<file path="src/met_pkg.sv">
// Constants, types and command/status structs of the escape-time pixel engine.
package met_pkg;

    // Image size in pixels
    localparam int IMAGE_WIDTH  = 600;
    localparam int IMAGE_HEIGHT = 600;

    localparam int PIX_W     = 10;
    localparam int Z_W       = 32;
    localparam int PROD_W    = 2 * Z_W;
    localparam int WIDE_W    = PROD_W + 2;
    localparam int FRAC_BITS = 28;
    localparam int CNT_W     = 16;
    localparam int ESC_BIT   = 2 * FRAC_BITS + 2;   // 4.0 in Q8.56

    // Coordinate map: q = floor(p * 2^30 / size) = 4*p/size in Q2.28, by a
    // reciprocal multiply. The shift is wide enough that q is exact for every
    // p < size <= 1024.
    localparam int Q_W         = FRAC_BITS + 2;
    localparam int RECIP_SHIFT = 20;
    localparam int RECIP_W     = Q_W + RECIP_SHIFT;
    localparam int PROD_C_W    = RECIP_W + PIX_W;
    localparam logic [RECIP_W-1:0] RECIP_X =
        RECIP_W'(((64'd1 << RECIP_W) + 64'(IMAGE_WIDTH - 1)) / 64'(IMAGE_WIDTH));
    localparam logic [RECIP_W-1:0] RECIP_Y =
        RECIP_W'(((64'd1 << RECIP_W) + 64'(IMAGE_HEIGHT - 1)) / 64'(IMAGE_HEIGHT));

    localparam logic [PIX_W:0] IMG_W_C = (PIX_W + 1)'(IMAGE_WIDTH);
    localparam logic [PIX_W:0] IMG_H_C = (PIX_W + 1)'(IMAGE_HEIGHT);

    // c = q - 2.0
    localparam logic signed [Z_W-1:0] C_OFFSET = Z_W'(2) <<< FRAC_BITS;

    localparam logic [CNT_W-1:0] MAX_ITERS_RESET = CNT_W'(10000);

    localparam int RED_W   = 4;
    localparam int GREEN_W = 5;
    localparam int BLUE_W  = 6;
    localparam logic [RED_W-1:0]   RED_LAST   = RED_W'(10);
    localparam logic [GREEN_W-1:0] GREEN_LAST = GREEN_W'(20);
    localparam logic [BLUE_W-1:0]  BLUE_LAST  = BLUE_W'(50);

    localparam int S_DATA_W = 24;
    localparam int M_DATA_W = 32;
    localparam int M_USER_W = 2;

    typedef struct packed {
        logic load;       // latch pixel, clear iterate
        logic div_step;   // map both pixel coordinates to c
        logic mul;        // register the three products
        logic upd;        // take one iteration step
        logic out_load;   // move the finished item to the output register
    } ctrl_cmd_t;

    typedef struct packed {
        logic in_range;
        logic stop;       // iterate has finished
        logic out_free;   // output register can take an item this cycle
    } ctrl_sts_t;

endpackage

</file>
<file path="src/met_ctrl.sv">
// Sequencer for the escape-time pixel engine: map, iterate, hand off.
module met_ctrl (
    input  logic               aclk,
    input  logic               aresetn,
    input  logic               s_tvalid,
    output logic               s_tready,
    input  met_pkg::ctrl_sts_t sts,
    output met_pkg::ctrl_cmd_t cmd
);
    import met_pkg::*;

    localparam logic [2:0] ST_IDLE = 3'd0;
    localparam logic [2:0] ST_DIV  = 3'd1;
    localparam logic [2:0] ST_MUL  = 3'd2;
    localparam logic [2:0] ST_UPD  = 3'd3;
    localparam logic [2:0] ST_DONE = 3'd4;

    logic [2:0] state_reg, state_next;

    assign s_tready = (state_reg == ST_IDLE);

    always_comb begin
        state_next = state_reg;
        cmd        = '0;
        unique case (state_reg)
            ST_IDLE: begin
                if (s_tvalid) begin
                    cmd.load   = 1'b1;
                    state_next = ST_DIV;
                end
            end
            ST_DIV: begin
                if (!sts.in_range) begin
                    state_next = ST_DONE;
                end else begin
                    cmd.div_step = 1'b1;
                    state_next   = ST_MUL;
                end
            end
            ST_MUL: begin
                cmd.mul    = 1'b1;
                state_next = ST_UPD;
            end
            ST_UPD: begin
                if (sts.stop) begin
                    state_next = ST_DONE;
                end else begin
                    cmd.upd    = 1'b1;
                    state_next = ST_MUL;
                end
            end
            ST_DONE: begin
                if (sts.out_free) begin
                    cmd.out_load = 1'b1;
                    state_next   = ST_IDLE;
                end
            end
            default: begin
                state_next = ST_IDLE;
            end
        endcase
    end

    always_ff @(posedge aclk) begin
        if (!aresetn) begin
            state_reg <= ST_IDLE;
        end else begin
            state_reg <= state_next;
        end
    end

endmodule

</file>
<file path="config.mk">
export PLATFORM = sky130hd
export DESIGN_NAME = met_ctrl
export DESIGN_NICKNAME = d
export VERILOG_FILES = /design/src/met_pkg.sv /design/src/met_ctrl.sv
export SDC_FILE = /design/constraint.sdc
export NUM_CORES = 1
export LEC_CHECK = 0
export ABC_AREA = 1
export BUFFER_PORTS_ARGS = -buffer_cell sky130_fd_sc_hd__buf_4
export CAP_MARGIN = 20
export CORE_AREA = 2 2 39 41
export CTS_CLUSTER_DIAMETER = 30
export CTS_CLUSTER_SIZE = 12
export DETAILED_ROUTE_END_ITERATION = 10
export DIE_AREA = 0 0 41 43
export PLACE_DENSITY = 0.34
export SLEW_MARGIN = 20
export SYNTH_ARGS = -nofsm -noshare
export SYNTH_HDL_FRONTEND = slang
export SYNTH_SLANG_ARGS = --single-unit
</file>
<file path="constraint.sdc">
create_clock -name aclk -period 1.05 [get_ports aclk]
set_input_delay 0.0525 -clock aclk [delete_from_list [all_inputs] [get_ports aclk]]
set_output_delay 0.0525 -clock aclk [all_outputs]
set_load 0.02 [all_outputs]
</file>
==> key figures <==
Final layout
  – Fin cells: 69
  – Count of nets after finishing: 60
  – Share of cells above drive strength 1: 0.4906
  – # diodes: 0
  – Synth-to-layout area growth: 84.21%
  – Design Area, Final: 394.1 um^2
  – Max reg flops: 3
  – Fillers: 153

Route
  – DRT iter0 DRCs: 3
  – Via total after detailed routing: 261
  – Vias per cell: around 3.8
  – DRC: 0
  – Drt total wl: between 500 and 600 um
  – DRT antenna net count: 0
  – DRT Pass-1 Iters: 4
  – WL/cell: 7.507 um

Clocking
  – Clk Latency, worst-skew pair: 0.23 ns
  – Num CTS Buffers: 3
  – Setup Buffers After CTS: 0
  – H-tree Lvls: 1
  – CTS tree: done
  – CTS clk-pin slew, worst paths: 0.04 ns
  – Max clock buf depth: 2
  – CTS sink cnt: 3
  – CTS root buf: clkbuf_4

Placement
  – Inst Count DP: 65
  – Post-DP HPWL: 424.4 um
  – Routability cong.: ~0.61
  – Placed cell area: 327.8 um^2
  – # port buffers: 11

Critical path
  – CP arrival: 1.02 ns
  – Largest delay share family, worst path: flip-flops
  – Critical Setup Path Class: reg2out
  – CP max-delay cell: dfxtp_4
  – Critical path peak fanout: 7
  – Worst R2R Start: state_reg[0]$_SDFFE_PN0P_
  – R2R depth: 4
  – Crit start category: register
  – CP Cell Sequence: buf_6 > nor3_2 > buf_4
  – Bufs and invs on worst path: 2
  – Crit path capture type: output port
  – Worst Setup SP: state_reg[1]$_SDFFE_PN0P_
  – Critical path depth in cells: 3
  – WP data required: 1.00 ns
  – Biggest cell delay along the critical path: ~0.36 ns

Power
  – Pwr Density: about 1200 nW/um^2
  – Leak pwr: 0.0002276 uW
  – Peak VDD IR: 609.2 uV

Logic synthesis
  – Sequential share of the synthesized area: 0.2807
  – Area leader, netlist: dfxtp_1
  – Yosys warns: 0
  – Ranking of synthesized cells by area: dfxtp_1 28%, inv_1 23%, nand3_1 12%, nand2_1 8.8%, nor2_1 8.8%
  – Synth Register Bits: 3
  – Most common cell in the netlist: inv_1
  – Library cells used by synthesis: 12
  – Top cell type's share of synthesized area: 0.2807
  – Most common library cells after synthesis: 13 x inv_1, 5 x nand2_1, 5 x nand3_1, 5 x nor2_1, 3 x dfxtp_1
  – Syn_area_per_cell: approximately 5.6 um^2
  – Number of synthesized flops with an enable pin: 0
  – Main synth FF type: dfxtp_1
  – Mapped Area: 214.0 um^2
  – Async S/R FF share, synth: 0
  – Synth Net Count: 44
  – Cells after Synth: 38

Global route
  – Vias in the first global route: 221
  – Initial antenna violation count: 0
  – Global Route Usage Sum: 0.07823
  – Global-route wire length before repair: 855 um
  – Largest net degree at the start of global routing: 8
  – Global route overflow: 0

STA
  – Fin crit share: 1.023
  – Relative slew margins: 0.8765
  – Post-layout min period: ~1.1 ns
  – Final Hold Vio Count: 0
  – Worst slew pin tran: 0.1838 ns
  – RSZ-0062 raised after global routing: yes
  – Final worst slack: -0.02458 ns
  – Clock skew: 0.0009194 ns
  – Final Max Slew Viols: 0
  – Max Fclk: 930.6 MHz
  – Finish-stage setup viols: 2

Floorplan
  – Die X-Extent: 41 um
  – Num ports: 12
  – Cell row count: 14
  – Area of the core: 1384 um^2
  – Initial Util: 0.1546
  – Die Ht: around 43 um
  – Die area: 1763 um^2

Hold path
  – Worst min path class: in2reg
  – Hold Path Cell Cnt: 3
  – Hold_sp: aresetn

Status
  – Status: complete, but fails checks
  – Failing checks: negative setup slack

Flow run
  – Max-Cap Viols: 0
-- power breakdown --
part	switching [uW]	internal, uW	leakage, uW
combinational	66.8	61.4	0.000186
sequential	16.3	121	0.0000267
clock	58.1	142	0.0000150
total	141	325	0.000228
-- cells by family (layout without fill, tap and decap cells) --
logic type      after synthesis  in the layout  share of synthesized area
simple gates                 19             19                     0.4035
buf+inv                      15             30                     0.2807
compound gates                1              1                    0.03510
flops                         3              3                     0.2807
-- metal layers --
layer / track usage / routed length, um / part of all wire
met1: 0.08654 / 219 / 0.42
met2: 0.09375 / 259 / 0.50
met3: 0.04712 / 40 / 0.077
met4: 0.08000 / 0 / 0
met5: 0 / 0 / 0
-- cell type report --
class	count	area, um^2	area share
clock buffer	4	26.28	0.06667
inverter	14	52.55	0.1333
multi-input combinational	20	122.6	0.3111
sequential	3	71.32	0.1810
tap	16	20.02	0.05079
timing repair buffer	12	101.3	0.2571
-- worst min-delay path: stages --
cell	delay, ns
buf_4	0.09
nand2_1	0.05
inv_1	0.04
-- cells in the final DEF (no fill, tap or decap) --
| cell type | n |
|---|---|
| nand2_1 | 5 |
| nand3_2 | 1 |
| nand3_1 | 4 |
| nor3_2 | 1 |
| inv_2 | 3 |
| clkbuf_1 | 1 |
| dfxtp_4 | 3 |
| clkbuf_4 | 3 |
| buf_4 | 9 |
| nor4_2 | 1 |
| inv_1 | 11 |
| nor2_1 | 4 |
| buf_6 | 3 |
| nand4_1 | 1 |
| nor2_4 | 2 |
| o211ai_1 | 1 |
-- path summary, 6_finish.rpt --
check / to / slack (ns)
hold reg to reg: state_reg[0]$_SDFFE_PN0P_ / 0.59
hold / removal: state_reg[2]$_SDFFE_PN0P_ / 0.02
setup reg to reg: state_reg[0]$_SDFFE_PN0P_ / 0.23
setup / recovery: cmd[4] / -0.02
-- stage by stage --
step	TNS [ns]	power [uW]	setup WS, ns	hold slack [ns]	util
final	-0.04589	465.9	-0.02458	0.02463	0.2848
after floorplan	0	205.2	0.07379	0.1501	-
after global routing	-0.3902	510.2	-0.07674	0.02091	0.2848
after global placement	0	257.5	0.1037	0.2632	0.2369
after detailed placement	0	255.4	0.1287	0.2660	0.2369
after CTS	-0.1846	475.0	-0.05080	0.02088	0.2703
-- repair_timing --
action                                  in CTS  in global routing
pin swaps                                    2                  1
resized for setup                            9                  6
hold endpoints to repair                     0                  0
cloned                                       0                  0
endpoints found under the setup margin       6                  6
hold buffers                                 0                  0
No activity file was read; power rests on OpenSTA's default activity.
